===== src/slcp_pkg.sv =====
`default_nettype none

package slcp_pkg;

   localparam int unsigned BYTE_W      = 8;
   localparam int unsigned CSR_INDEX_W = 4;
   localparam int unsigned SKIP_W      = 5;

   // Register indexes on the configuration channel.
   localparam logic [CSR_INDEX_W-1:0] CSR_MAX_PAYLOAD_LENGTH  = 4'd0;
   localparam logic [CSR_INDEX_W-1:0] CSR_ATTENTION_THRESHOLD = 4'd1;

   localparam logic [BYTE_W-1:0] MAX_PAYLOAD_LENGTH_RESET  = 8'd169;
   localparam logic [BYTE_W-1:0] ATTENTION_THRESHOLD_RESET = 8'd60;

   localparam logic [BYTE_W-1:0] SYNC_BYTE      = 8'hAA;
   localparam logic [BYTE_W-1:0] QUALITY_ABSENT = 8'd200;

   // Payload code bytes.
   localparam logic [BYTE_W-1:0] CODE_QUALITY   = 8'h02;
   localparam logic [BYTE_W-1:0] CODE_ATTENTION = 8'h04;
   localparam logic [BYTE_W-1:0] CODE_SKIP1_A   = 8'h05;
   localparam logic [BYTE_W-1:0] CODE_SKIP1_B   = 8'h16;
   localparam logic [BYTE_W-1:0] CODE_SKIP3     = 8'h80;
   localparam logic [BYTE_W-1:0] CODE_SKIP25    = 8'h83;

   localparam logic [SKIP_W-1:0] SKIP_ONE         = 5'd1;
   localparam logic [SKIP_W-1:0] SKIP_THREE       = 5'd3;
   localparam logic [SKIP_W-1:0] SKIP_TWENTY_FIVE = 5'd25;

   typedef struct packed {
      logic [BYTE_W-1:0] attention_level;
      logic [BYTE_W-1:0] signal_quality;
      logic              quality_present;
      logic              led_on;
      logic              trigger_fire;
   } rsp_payload_type;

endpackage

`default_nettype wire


===== src/slcp_ifs.sv =====
`default_nettype none

interface slcp_req_if;
   import slcp_pkg::*;
   logic              valid;
   logic              ready;
   logic [BYTE_W-1:0] data_byte;
   modport source (output valid, output data_byte, input ready);
   modport sink (input valid, input data_byte, output ready);
endinterface

interface slcp_rsp_if;
   import slcp_pkg::*;
   logic              valid;
   logic              ready;
   logic [BYTE_W-1:0] attention_level;
   logic [BYTE_W-1:0] signal_quality;
   logic              quality_present;
   logic              led_on;
   logic              trigger_fire;
   modport source (output valid, output attention_level, output signal_quality,
                   output quality_present, output led_on, output trigger_fire,
                   input ready);
   modport sink (input valid, input attention_level, input signal_quality,
                 input quality_present, input led_on, input trigger_fire,
                 output ready);
endinterface

interface slcp_csr_if;
   import slcp_pkg::*;
   logic                   valid;
   logic                   ready;
   logic [CSR_INDEX_W-1:0] reg_index;
   logic [BYTE_W-1:0]      wr_data;
   modport source (output valid, output reg_index, output wr_data, input ready);
   modport sink (input valid, input reg_index, input wr_data, output ready);
endinterface

`default_nettype wire


===== src/sync_length_checksum_packet_parser.sv =====
`default_nettype none

// Byte-serial frame parser. Each item on req_ch is one received byte. The
// parser hunts for two sync bytes 0xAA, takes a length byte (frames longer
// than max_payload_length are dropped), streams the payload through an
// 8-bit sum and a code decoder, and checks the final byte against 255 minus
// the sum. A frame with a good checksum yields one item on rsp_ch with the
// decoded attention, quality, quality-present flag, LED state and the
// one-time trigger; other bytes yield nothing.
// Throughput is one byte per cycle outside stalls: every byte updates the
// parser state registers in the cycle it is accepted. A frame's result is
// registered into the rsp_ch output register when its checksum byte is taken.
// When the receiver stalls, the held result does not block the input; bytes
// keep flowing until the parser reaches the checksum byte of the next
// frame, which waits until the held result is taken.
// csr_ch is always ready; register 0 is max_payload_length (reset 169),
// register 1 is attention_threshold (reset 60). Writes to other indexes are
// ignored. Reset returns the parser to hunting for the first sync byte,
// clears the LED state and the trigger, and empties the output register.
module sync_length_checksum_packet_parser (
   input  wire logic  clock,
   input  wire logic  reset,
   slcp_req_if.sink   req_ch,
   slcp_rsp_if.source rsp_ch,
   slcp_csr_if.sink   csr_ch
);
   import slcp_pkg::*;

   typedef enum logic [2:0] {
      PH_SYNC1,
      PH_SYNC2,
      PH_LEN,
      PH_PAYLOAD,
      PH_CHECK
   } phase_type;

   typedef enum logic [1:0] {
      VK_CODE,
      VK_QUALITY,
      VK_ATTENTION,
      VK_SKIP
   } value_kind_type;

   logic [BYTE_W-1:0] max_len_ff;
   logic [BYTE_W-1:0] attn_thr_ff;

   phase_type         phase_ff, phase_in;
   logic [BYTE_W-1:0] bytes_left_ff, bytes_left_in;
   logic [BYTE_W-1:0] sum_ff, sum_in;
   logic [SKIP_W-1:0] skip_left_ff, skip_left_in;
   value_kind_type    kind_ff, kind_in;
   logic [BYTE_W-1:0] quality_ff, quality_in;
   logic [BYTE_W-1:0] attention_ff, attention_in;
   logic              seen_ff, seen_in;
   logic              led_ff, led_in;
   logic              done_ff, done_in;

   logic              rsp_valid_ff, rsp_valid_in;
   rsp_payload_type   rsp_ff;
   rsp_payload_type   rsp_new;

   logic              req_fire;
   logic              frame_good;
   logic              fire;
   logic [BYTE_W-1:0] b;

   // Only the checksum byte can produce a result, so it alone waits for a
   // free output register.
   assign req_ch.ready = !(phase_ff == PH_CHECK) || !rsp_valid_ff || rsp_ch.ready;
   assign req_fire     = req_ch.valid && req_ch.ready;
   assign b            = req_ch.data_byte;
   assign csr_ch.ready = 1'b1;

   always_comb begin
      phase_in      = phase_ff;
      bytes_left_in = bytes_left_ff;
      sum_in        = sum_ff;
      skip_left_in  = skip_left_ff;
      kind_in       = kind_ff;
      quality_in    = quality_ff;
      attention_in  = attention_ff;
      seen_in       = seen_ff;
      led_in        = led_ff;
      done_in       = done_ff;
      frame_good    = 1'b0;
      fire          = 1'b0;
      if (req_fire) begin
         unique case (phase_ff)
            PH_SYNC1: begin
               if (b == SYNC_BYTE) phase_in = PH_SYNC2;
            end
            PH_SYNC2: begin
               phase_in = (b == SYNC_BYTE) ? PH_LEN : PH_SYNC1;
            end
            PH_LEN: begin
               if (b > max_len_ff) begin
                  phase_in = PH_SYNC1;
               end else begin
                  bytes_left_in = b;
                  sum_in        = '0;
                  skip_left_in  = '0;
                  kind_in       = VK_CODE;
                  quality_in    = QUALITY_ABSENT;
                  attention_in  = '0;
                  seen_in       = 1'b0;
                  phase_in      = (b == '0) ? PH_CHECK : PH_PAYLOAD;
               end
            end
            PH_PAYLOAD: begin
               sum_in        = sum_ff + b;
               bytes_left_in = bytes_left_ff - 1'b1;
               if (bytes_left_ff == BYTE_W'(1)) phase_in = PH_CHECK;
               unique case (kind_ff)
                  VK_QUALITY: begin
                     quality_in = b;
                     kind_in    = VK_CODE;
                  end
                  VK_ATTENTION: begin
                     attention_in = b;
                     kind_in      = VK_CODE;
                  end
                  VK_SKIP: begin
                     skip_left_in = skip_left_ff - 1'b1;
                     if (skip_left_ff == SKIP_W'(1)) kind_in = VK_CODE;
                  end
                  VK_CODE: begin
                     priority if (b == CODE_QUALITY) begin
                        seen_in = 1'b1;
                        kind_in = VK_QUALITY;
                     end else if (b == CODE_ATTENTION) begin
                        kind_in = VK_ATTENTION;
                     end else if (b == CODE_SKIP1_A || b == CODE_SKIP1_B) begin
                        skip_left_in = SKIP_ONE;
                        kind_in      = VK_SKIP;
                     end else if (b == CODE_SKIP3) begin
                        skip_left_in = SKIP_THREE;
                        kind_in      = VK_SKIP;
                     end else if (b == CODE_SKIP25) begin
                        skip_left_in = SKIP_TWENTY_FIVE;
                        kind_in      = VK_SKIP;
                     end else begin
                        kind_in = VK_CODE;
                     end
                  end
                  default: kind_in = VK_CODE;
               endcase
            end
            PH_CHECK: begin
               phase_in = PH_SYNC1;
               // 255 minus the sum is the bitwise complement in eight bits.
               if (b == ~sum_ff) begin
                  frame_good = 1'b1;
                  if (seen_ff) begin
                     led_in = (quality_ff == '0);
                     if (attention_ff > attn_thr_ff && !done_ff) begin
                        done_in = 1'b1;
                        fire    = 1'b1;
                     end
                  end
               end
            end
            default: phase_in = PH_SYNC1;
         endcase
      end
   end

   always_comb begin
      rsp_new.attention_level = attention_ff;
      rsp_new.signal_quality  = quality_ff;
      rsp_new.quality_present = seen_ff;
      rsp_new.led_on          = led_in;
      rsp_new.trigger_fire    = fire;
   end

   assign rsp_valid_in = frame_good || (rsp_valid_ff && !rsp_ch.ready);

   always_ff @(posedge clock) begin
      if (reset) begin
         max_len_ff    <= MAX_PAYLOAD_LENGTH_RESET;
         attn_thr_ff   <= ATTENTION_THRESHOLD_RESET;
         phase_ff      <= PH_SYNC1;
         bytes_left_ff <= '0;
         sum_ff        <= '0;
         skip_left_ff  <= '0;
         kind_ff       <= VK_CODE;
         quality_ff    <= QUALITY_ABSENT;
         attention_ff  <= '0;
         seen_ff       <= 1'b0;
         led_ff        <= 1'b0;
         done_ff       <= 1'b0;
         rsp_valid_ff  <= 1'b0;
      end else begin
         if (csr_ch.valid) begin
            if (csr_ch.reg_index == CSR_MAX_PAYLOAD_LENGTH) max_len_ff <= csr_ch.wr_data;
            if (csr_ch.reg_index == CSR_ATTENTION_THRESHOLD) attn_thr_ff <= csr_ch.wr_data;
         end
         phase_ff      <= phase_in;
         bytes_left_ff <= bytes_left_in;
         sum_ff        <= sum_in;
         skip_left_ff  <= skip_left_in;
         kind_ff       <= kind_in;
         quality_ff    <= quality_in;
         attention_ff  <= attention_in;
         seen_ff       <= seen_in;
         led_ff        <= led_in;
         done_ff       <= done_in;
         rsp_valid_ff  <= rsp_valid_in;
      end
   end

   always_ff @(posedge clock) begin
      if (frame_good) rsp_ff <= rsp_new;
   end

   assign rsp_ch.valid           = rsp_valid_ff;
   assign rsp_ch.attention_level = rsp_ff.attention_level;
   assign rsp_ch.signal_quality  = rsp_ff.signal_quality;
   assign rsp_ch.quality_present = rsp_ff.quality_present;
   assign rsp_ch.led_on          = rsp_ff.led_on;
   assign rsp_ch.trigger_fire    = rsp_ff.trigger_fire;

`ifndef SYNTHESIS
   // A new result never overwrites one that is still waiting.
   assert property (@(posedge clock) disable iff (reset)
      frame_good |-> (!rsp_valid_ff || rsp_ch.ready))
      else $error("result overwrote a pending item");

   // Once the trigger has fired it never fires again.
   assert property (@(posedge clock) disable iff (reset)
      done_ff |-> !fire)
      else $error("trigger fired twice");

   // The payload phase always has at least one byte still to come.
   assert property (@(posedge clock) disable iff (reset)
      (phase_ff == PH_PAYLOAD) |-> (bytes_left_ff != '0))
      else $error("payload phase with no bytes left");

   // Quality stays at its absent value until a quality code is seen.
   assert property (@(posedge clock) disable iff (reset)
      !seen_ff |-> (quality_ff == QUALITY_ABSENT))
      else $error("quality changed without a quality code");

   // Input stalls only at a checksum byte behind a held result.
   assert property (@(posedge clock) disable iff (reset)
      !req_ch.ready |-> (phase_ff == PH_CHECK && rsp_valid_ff))
      else $error("input stalled without cause");
`endif

endmodule

`default_nettype wire

===== src/flat_wrapper.sv =====
// flat-port wrapper written by rule: the top's interface ports become plain ports
module sync_length_checksum_packet_parser_flat import slcp_pkg::*;
  (clock, reset, req_ch_valid, req_ch_data_byte, req_ch_ready, rsp_ch_valid, rsp_ch_attention_level, rsp_ch_signal_quality, rsp_ch_quality_present, rsp_ch_led_on, rsp_ch_trigger_fire, rsp_ch_ready, csr_ch_valid, csr_ch_reg_index, csr_ch_wr_data, csr_ch_ready);
  slcp_req_if req_ch_i ();
  slcp_rsp_if rsp_ch_i ();
  slcp_csr_if csr_ch_i ();
  input  wire logic clock;
  input  wire logic reset;
  input wire logic [$bits(req_ch_i.valid)-1:0] req_ch_valid;
  input wire logic [$bits(req_ch_i.data_byte)-1:0] req_ch_data_byte;
  output wire logic [$bits(req_ch_i.ready)-1:0] req_ch_ready;
  output wire logic [$bits(rsp_ch_i.valid)-1:0] rsp_ch_valid;
  output wire logic [$bits(rsp_ch_i.attention_level)-1:0] rsp_ch_attention_level;
  output wire logic [$bits(rsp_ch_i.signal_quality)-1:0] rsp_ch_signal_quality;
  output wire logic [$bits(rsp_ch_i.quality_present)-1:0] rsp_ch_quality_present;
  output wire logic [$bits(rsp_ch_i.led_on)-1:0] rsp_ch_led_on;
  output wire logic [$bits(rsp_ch_i.trigger_fire)-1:0] rsp_ch_trigger_fire;
  input wire logic [$bits(rsp_ch_i.ready)-1:0] rsp_ch_ready;
  input wire logic [$bits(csr_ch_i.valid)-1:0] csr_ch_valid;
  input wire logic [$bits(csr_ch_i.reg_index)-1:0] csr_ch_reg_index;
  input wire logic [$bits(csr_ch_i.wr_data)-1:0] csr_ch_wr_data;
  output wire logic [$bits(csr_ch_i.ready)-1:0] csr_ch_ready;
  assign req_ch_i.valid = req_ch_valid;
  assign req_ch_i.data_byte = req_ch_data_byte;
  assign req_ch_ready = req_ch_i.ready;
  assign rsp_ch_valid = rsp_ch_i.valid;
  assign rsp_ch_attention_level = rsp_ch_i.attention_level;
  assign rsp_ch_signal_quality = rsp_ch_i.signal_quality;
  assign rsp_ch_quality_present = rsp_ch_i.quality_present;
  assign rsp_ch_led_on = rsp_ch_i.led_on;
  assign rsp_ch_trigger_fire = rsp_ch_i.trigger_fire;
  assign rsp_ch_i.ready = rsp_ch_ready;
  assign csr_ch_i.valid = csr_ch_valid;
  assign csr_ch_i.reg_index = csr_ch_reg_index;
  assign csr_ch_i.wr_data = csr_ch_wr_data;
  assign csr_ch_ready = csr_ch_i.ready;
  sync_length_checksum_packet_parser u_core (.clock(clock), .reset(reset), .req_ch(req_ch_i), .rsp_ch(rsp_ch_i), .csr_ch(csr_ch_i));
endmodule

===== config.mk =====
export PLATFORM = sky130hd
export DESIGN_NAME = sync_length_checksum_packet_parser_flat
export DESIGN_NICKNAME = d
export VERILOG_FILES = /design/src/slcp_pkg.sv /design/src/slcp_ifs.sv /design/src/sync_length_checksum_packet_parser.sv /design/src/flat_wrapper.sv
export SDC_FILE = /design/constraint.sdc
export NUM_CORES = 1
export LEC_CHECK = 0
export ABC_AREA = 1
export ABC_CLOCK_PERIOD_IN_PS = 2460
export BUFFER_PORTS_ARGS = -buffer_cell sky130_fd_sc_hd__buf_2
export CAP_MARGIN = 0
export CELL_PAD_IN_SITES_DETAIL_PLACEMENT = 2
export CELL_PAD_IN_SITES_GLOBAL_PLACEMENT = 2
export CORE_UTILIZATION = 34
export CTS_CLUSTER_SIZE = 24
export DETAILED_ROUTE_END_ITERATION = 12
export PLACE_DENSITY_LB_ADDON = 0.05
export SYNTH_ARGS = -nofsm -noshare
export SYNTH_HDL_FRONTEND = slang
export SYNTH_SLANG_ARGS = --single-unit

===== constraint.sdc =====
create_clock -name clock -period 2.46 [get_ports clock]
set_input_delay 0.246 -clock clock [delete_from_list [all_inputs] [get_ports clock]]
set_output_delay 0.246 -clock clock [all_outputs]
set_load 0.02 [all_outputs]

==> results of run 1 <==
power breakdown:
group          internal [W]  switching, W  total (W)
clock network      0.000798      0.000605    0.00140
registers           0.00136    0.00000191    0.00136
logic             0.0000548      0.000114   0.000169
total               0.00221      0.000721    0.00293
Yosys cell counts (3+ instances only):
cell type / number / area share
nand3_1: 30 / 0.034
edfxtp_1: 19 / 0.13
inv_1: 87 / 0.074
xor2_1: 7 / 0.014
nor2_1: 77 / 0.065
nand4_1: 13 / 0.018
ha_1: 27 / 0.076
o21ai_1: 4 / 0.0045
inv_2: 4 / 0.0034
a21oi_1: 51 / 0.058
nand2_1: 131 / 0.11
nor3_1: 3 / 0.0034
o211ai_1: 3 / 0.0051
dfxtp_1: 62 / 0.28
clkbuf_1: 7 / 0.0059
o21ai_0: 40 / 0.045
buf_6: 4 / 0.010
state kept, by name, indices dropped and copies added (netlist names), 2 cells and up:
signal and count:
u_core.attention_ff 8, u_core.phase_ff 3, u_core.max_len_ff 8, u_core.kind_ff 2, u_core.bytes_left_ff 8, u_core.quality_ff 8
u_core.rsp_ch.attention_level 8, u_core.skip_left_ff 5, u_core.attn_thr_ff 8, u_core.rsp_ch.signal_quality 8, u_core.sum_ff 8
cell families (layout without fill, tap and decap cells):
family | after synthesis | in the layout | synth area share
simple gates | 269 | 269 | 0.265
compound gates | 106 | 106 | 0.129
buf+inv | 106 | 160 | 0.0979
flops | 81 | 81 | 0.408
fa+ha+maj | 28 | 28 | 0.0807
xor+xnor | 9 | 9 | 0.0178
other cells | 1 | 1 | 0.000845
through the flow:
step	instances	setup WS, ps	power [W]
after floorplan	600	211	0.00148
after global placement	810	227	0.00155
after detailed placement	810	209	0.00156
after CTS	826	297	0.00296
after global routing	826	135	0.00304
final	826	333	0.00293
worst max path at each step:
stage / endpoint / cells after the start
floorplan: u_core.rsp_ch.trigger_fire / 7
global placement: u_core.rsp_ch.led_on / 9
detailed placement: u_core.rsp_ch.led_on / 9
CTS: u_core.rsp_ch.led_on / 8
global route: u_core.rsp_ch.led_on / 8
finish: u_core.rsp_ch.led_on / 8
layout by cell type, fill, tap and decap left out, types with 2 or more instances in the layout:
master,instances
clkinvlp_4,2
or2_2,2
nand2_2,2
clkbuf_16,9
xnor2_1,2
o21ai_1,4
edfxtp_1,19
nor2_1,76
nand3_4,2
nand4_1,13
o211ai_1,3
nor2_2,2
dfxtp_1,62
xor2_1,7
a31oi_1,2
nor3_2,2
inv_2,4
a21oi_1,51
nor3_1,3
o21ai_0,40
buf_4,6
buf_2,45
ha_1,27
nand3b_1,2
nand2_1,131
nand3_1,30
inv_1,87
tightest hold or removal path: stages:
cell	delay, ps
buf_2	100
nand2_1	50
nand3_1	70
final cells by class:
type / instances / area [µm²] / share of cell area
multi-input cells: 413 / 2190 / 0.425
flip-flops and latches: 81 / 1810 / 0.351
inverters: 92 / 348 / 0.0674
repair buffers: 52 / 290 / 0.0562
clock buffers: 9 / 225 / 0.0436
well taps: 172 / 215 / 0.0417
clock inverters: 7 / 78.8 / 0.0153
metal layers:
metal  track usage  vias to the layer above
met3        0.0259                       14
met4        0.0726                        0
met1         0.279                     2022
li1              -                     2035
met2         0.408                       59
met5             0                        -
==> metrics, run 1 <==
post-synthesis average cell area=between 7 and 8 µm²; Buffers & Inverters on Critical Path=1; ys async rst share=0; CTS tree=built; endpoints failing setup=0; Synth cell types=40; setup TNS=0 ps; Fin Hold WS=145 ps; HPWL after DPL=10800 µm; Total GRT Usage=0.226; vias in the first global route=4453; Area growth, synth to finish=16.4%; slowest stage delay, CP=410 ps; Met3 Wirelength=between 200 and 300 µm; total number of H-tree levels=3; VDD IR-drop max=around 330 µV; gpl congestion=0.835; Worst Skew=6.51 ps; filler cell count=1496; CTS clk-pin slew, worst paths=70 ps; Post-Syn Area=4440 µm²; fin nets=about 700; first-pass GRT wire length=22800 µm; CTS Hold Buffers Added=0; Pleak=2.46 nW; power density over the cells=568 nW/µm²; syn nets=653; Worst slew margin=0.598; Worst R2R Start=u_core.sum_ff[5]; CP Class=reg2reg; yosys warns=0; status=finished clean; fin. max-slew vios=0; DRT Pass-1 Iters=4; crit path DAT=2220 ps; IO Port Bufs=45; Hold Path Sink=u_core.max_len_ff[0]; r2r setup slk=330 ps; antenna-violating nets left=0; PostCTS Resize Cnt=0; Clock Sinks=between 80 and 90; Slew @ Worst Pin=about 600 ps; Worst Hold Class=in2reg; CP max-delay cell=ha_1; critical-path maximum fanout=7; period utilisation layout=0.865; share of cells above drive strength 1=0.136; Die Wd=116 µm; endpoint class of the critical path=register; Ports=47; register area share after synthesis=0.408; Synth Instances=600; CP Data Required Time=2550 ps; die height=116 µm; Final Hold Viols=0; Clock Tree Root=clkbuf_16; Routed wire per std cell=17.1 µm; largest delay contributor family on the critical path=simple AND/OR/NAND/NOR gates; drt via density=5.00; R2R depth=8; pin count of the biggest net entering global routing=28; RSZ-0062 raised after global routing=no; Max Used Layer=met4; Startpoint Class=register; First DRT Iteration DRCs=173; Initial Utilization=0.350; Seq cells post-synth=81; num rows=41; met2 WL=7110 µm; CTS buffer count=9; hold depth=3; crit path from=u_core.sum_ff[5]; design area=5160 µm²; # diodes=0; ys flop type=dfxtp_1; worst r2r dst=u_core.rsp_ch.led_on; Core ar.=12700 µm²; Post-DP Area=4860 µm²; grt ovf=0; maxcap violations=0; cells along the critical path=ha_1 > nand4_1 > nor2_1 > nand2_1 > nor2_1 > nand2_1 > o21ai_0 > inv_1; Die ar.=13500 µm²; initial antenna violation count=0; Final Critical Period=2130 ps; drt total wl=14100 µm; Min-Delay Startpoint=csr_ch_wr_data[0]; EDFF count, synth=19; DRC=0; later-pin clock latency in the skew report=340 ps; M1 wire length=6510 µm; Max Fclk=0.470 GHz; post-CTS setup buffer count=0; Vias=4130; CTS Buffer Depth=2; Finished Core Util=0.407
Power figures use the tool's default switching activity.
==> run 2: changes to the inputs <==
--- a/config.mk
+++ b/config.mk
@@ -5,13 +5,12 @@
 export SDC_FILE = /design/constraint.sdc
 export NUM_CORES = 1
 export LEC_CHECK = 0
-export ABC_AREA = 1
 export ABC_CLOCK_PERIOD_IN_PS = 2460
 export BUFFER_PORTS_ARGS = -buffer_cell sky130_fd_sc_hd__buf_2
 export CAP_MARGIN = 0
 export CELL_PAD_IN_SITES_DETAIL_PLACEMENT = 2
 export CELL_PAD_IN_SITES_GLOBAL_PLACEMENT = 2
-export CORE_UTILIZATION = 34
+export CORE_UTILIZATION = 36
 export CTS_CLUSTER_SIZE = 24
 export DETAILED_ROUTE_END_ITERATION = 12
 export PLACE_DENSITY_LB_ADDON = 0.05
==> run 2 against run 1 <==
The run now ends with design-rule violations left. Hold slack worse by 2.4 ps. Die area decreased by 8.5%. Clock skew up 3.9 ps. Global-route usage grew 1.4 points. Critical path depth increased by 1. Critical path type unchanged. Register-to-register slack got worse by 140 ps. First-iteration DRC count decreased by 11%. Combinational power up 47%.
==> metrics, run 2 <==
largest cells by area after synthesis=dfxtp_1 (29%), edfxtp_1 (13%), ha_1 (7.9%); drt total wl=between 10000 and 15000 µm; grt ovf=0; CTS clk-pin slew, worst paths=around 60 ps; Die Wd=111 µm; Routed wire per std cell=20.3 µm; Clock Sinks=81; Synth area leader=dfxtp_1; Synth top area share=0.289; largest delay contributor family on the critical path=compound AO/OA/AOI/OAI gates; pin count of the biggest net entering global routing=24; r2r setup slk=about 200 ps; EDFF count, synth=19; highest-count cells in the layout ignoring fill and taps=dfxtp_1 (62), nand2_1 (51), buf_2 (45), nor2_1 (44), a21oi_1 (34); IO Port Bufs=45; syn nets=534; commonest non-fill, non-tap cell in the layout=dfxtp_1; hold depth=3; Synth Instances=around 480; most frequent cell after synthesis=dfxtp_1; # diodes=0; cells along the critical path=ha_1 > inv_1 > fa_1 > nor2b_1 > o21ai_0 > a21boi_1 > o21ai_0 > a2111oi_1 > a311o_1; Final Hold Viols=0; setup TNS=0 ps; num rows=39; initial antenna violation count=0; ys async rst share=0; Total GRT Usage=0.239; vias in the first global route=4153; endpoint class of the critical path=register; CTS buffer count=9; Die ar.=12400 µm²; R2R depth=9; Levels on crit path=9; Finished Core Util=0.437; maxcap violations=0; Initial Utilization=0.373; power density over the cells=between 500 and 600 nW/µm²; HPWL after DPL=10700 µm; Ports=47; CTS Buffer Depth=2; post-layout total power=0.00288 W; fin cells=683; critical-path maximum fanout=2; drt via density=5.53; Worst slew margin=0.476; fin nets=588; DRT Pass-1 Iters=10; post-synthesis average cell area=8.92 µm²; slowest stage delay, CP=440 ps; Pleak=2.09 nW; register area share after synthesis=0.422; Startpoint Class=register; share of cells above drive strength 1=0.176; violated checks=design-rule violations; Worst Skew=about 10 ps; CP Class=reg2reg; most used cell, CP=o21ai_0; antenna-violating nets left=0; placed cells=667; Seq cells post-synth=between 80 and 90; DRC=5; CP Data Required Time=2750 ps; Buffers & Inverters on Critical Path=1; Area growth, synth to finish=17.3%; Synth cell types=63; later-pin clock latency in the skew report=~350 ps; Final Critical Period=2260 ps; ys flop type=dfxtp_1; total number of H-tree levels=3; fin. max-slew vios=0; CTS tree=built; Vias=3779; die height=approximately 110 µm; RSZ-0062 raised after global routing=no; CTS Hold Buffers Added=0; status=finished, violations left; crit path DAT=2560 ps; post-CTS setup buffer count=0; Worst Hold Class=in2reg; Clock Tree Root=clkbuf_16; first-pass GRT wire length=22600 µm; Fin Hold WS=142 ps; endpoints failing setup=0; First DRT Iteration DRCs=154; CP max-delay cell=fa_1; Post-Syn Area=4290 µm²; gpl congestion=0.776; VDD IR-drop max=252 µV; Core ar.=11500 µm²; top cells by count, synth=dfxtp_1 (62), nand2_1 (51), nor2_1 (44); yosys warns=0; Slew @ Worst Pin=roughly 800 ps; Max Fclk=0.442 GHz; period utilisation layout=0.920
-- run 2: cell types whose count changed after synthesis, sizes merged, moves of 13 or more --
| cell | before | now |
|---|---|---|
| nand3 | 33 | 20 |
| a21oi | 51 | 35 |
| nor2 | 78 | 44 |
| o21ai | 45 | 15 |
| nand2 | 134 | 51 |
| inv | 92 | 31 |
| mux2i | 0 | 18 |
-- run 2: cell type report --
class                           count  area [µm²]
Sequential cell                    81        1810
Multi-Input combinational cell    344        2260
Tap cell                          143         179
Timing Repair Buffer               67         390
Fill cell                        1293        6480
Inverter                           32         120
Clock buffer                       11         243
Clock inverter                      5        31.3
-- run 2: cell families (layout without fill, tap and decap cells) --
logic type / count (synthesis) / count (layout) / share of synthesized area
simple gates: 182 / 182 / 0.215
mux: 18 / 18 / 0.0420
fa+ha+maj: 28 / 28 / 0.0834
other cells: 1 / 1 / 0.000874
flops: 81 / 81 / 0.422
xor+xnor: 6 / 6 / 0.0122
buf+inv: 56 / 115 / 0.0548
compound gates: 109 / 109 / 0.170
-- run 2: through the flow --
step / worst slack (ps) / cell area, µm²
global route: 5.95 / 5040
floorplan: 74.0 / 4300
global placement: 140 / 4760
detailed placement: 74.4 / 4760
CTS: 82.9 / 5030
finish: 196 / 5040
-- run 2: worst min-delay path, stage by stage --
cell and delay [ps]:
buf_2 90, mux2i_1 60, nand2_1 60
-- run 2: path summary, 6_finish.rpt --
| kind | from | end |
|---|---|---|
| hold reg to reg | u_core.max_len_ff[0] | u_core.max_len_ff[0] |
| setup / recovery | u_core.sum_ff[0] | u_core.sum_ff[6] |
| hold / removal | csr_ch_wr_data[5] | u_core.attn_thr_ff[5] |
| setup reg to reg | u_core.sum_ff[0] | u_core.sum_ff[6] |
-- run 2: timing repair --
| item | 4_1_cts | 5_1_grt |
|---|---|---|
| endpoints found under the hold margin | 0 | 0 |
| gates resized for setup | 0 | 2 |
| endpoints found under the setup margin | 0 | 1 |
-- run 2: power breakdown --
part / internal, W / switching (W) / leakage [nW]
logic: 0.0000904 / 0.000158 / 1.26
clock network: 0.000706 / 0.000557 / 0.125
registers: 0.00136 / 0.00000918 / 0.710
total: 0.00216 / 0.000723 / 2.09
-- run 2: metal layers --
metal  vias to the layer above  routed length, µm  global-route usage
li1                       1830                  -                   -
met1                      1877               6120               0.287
met2                        55               7100               0.432
met3                        17                367              0.0312
met4                         0                273              0.0937
met5                         -                  0                   0
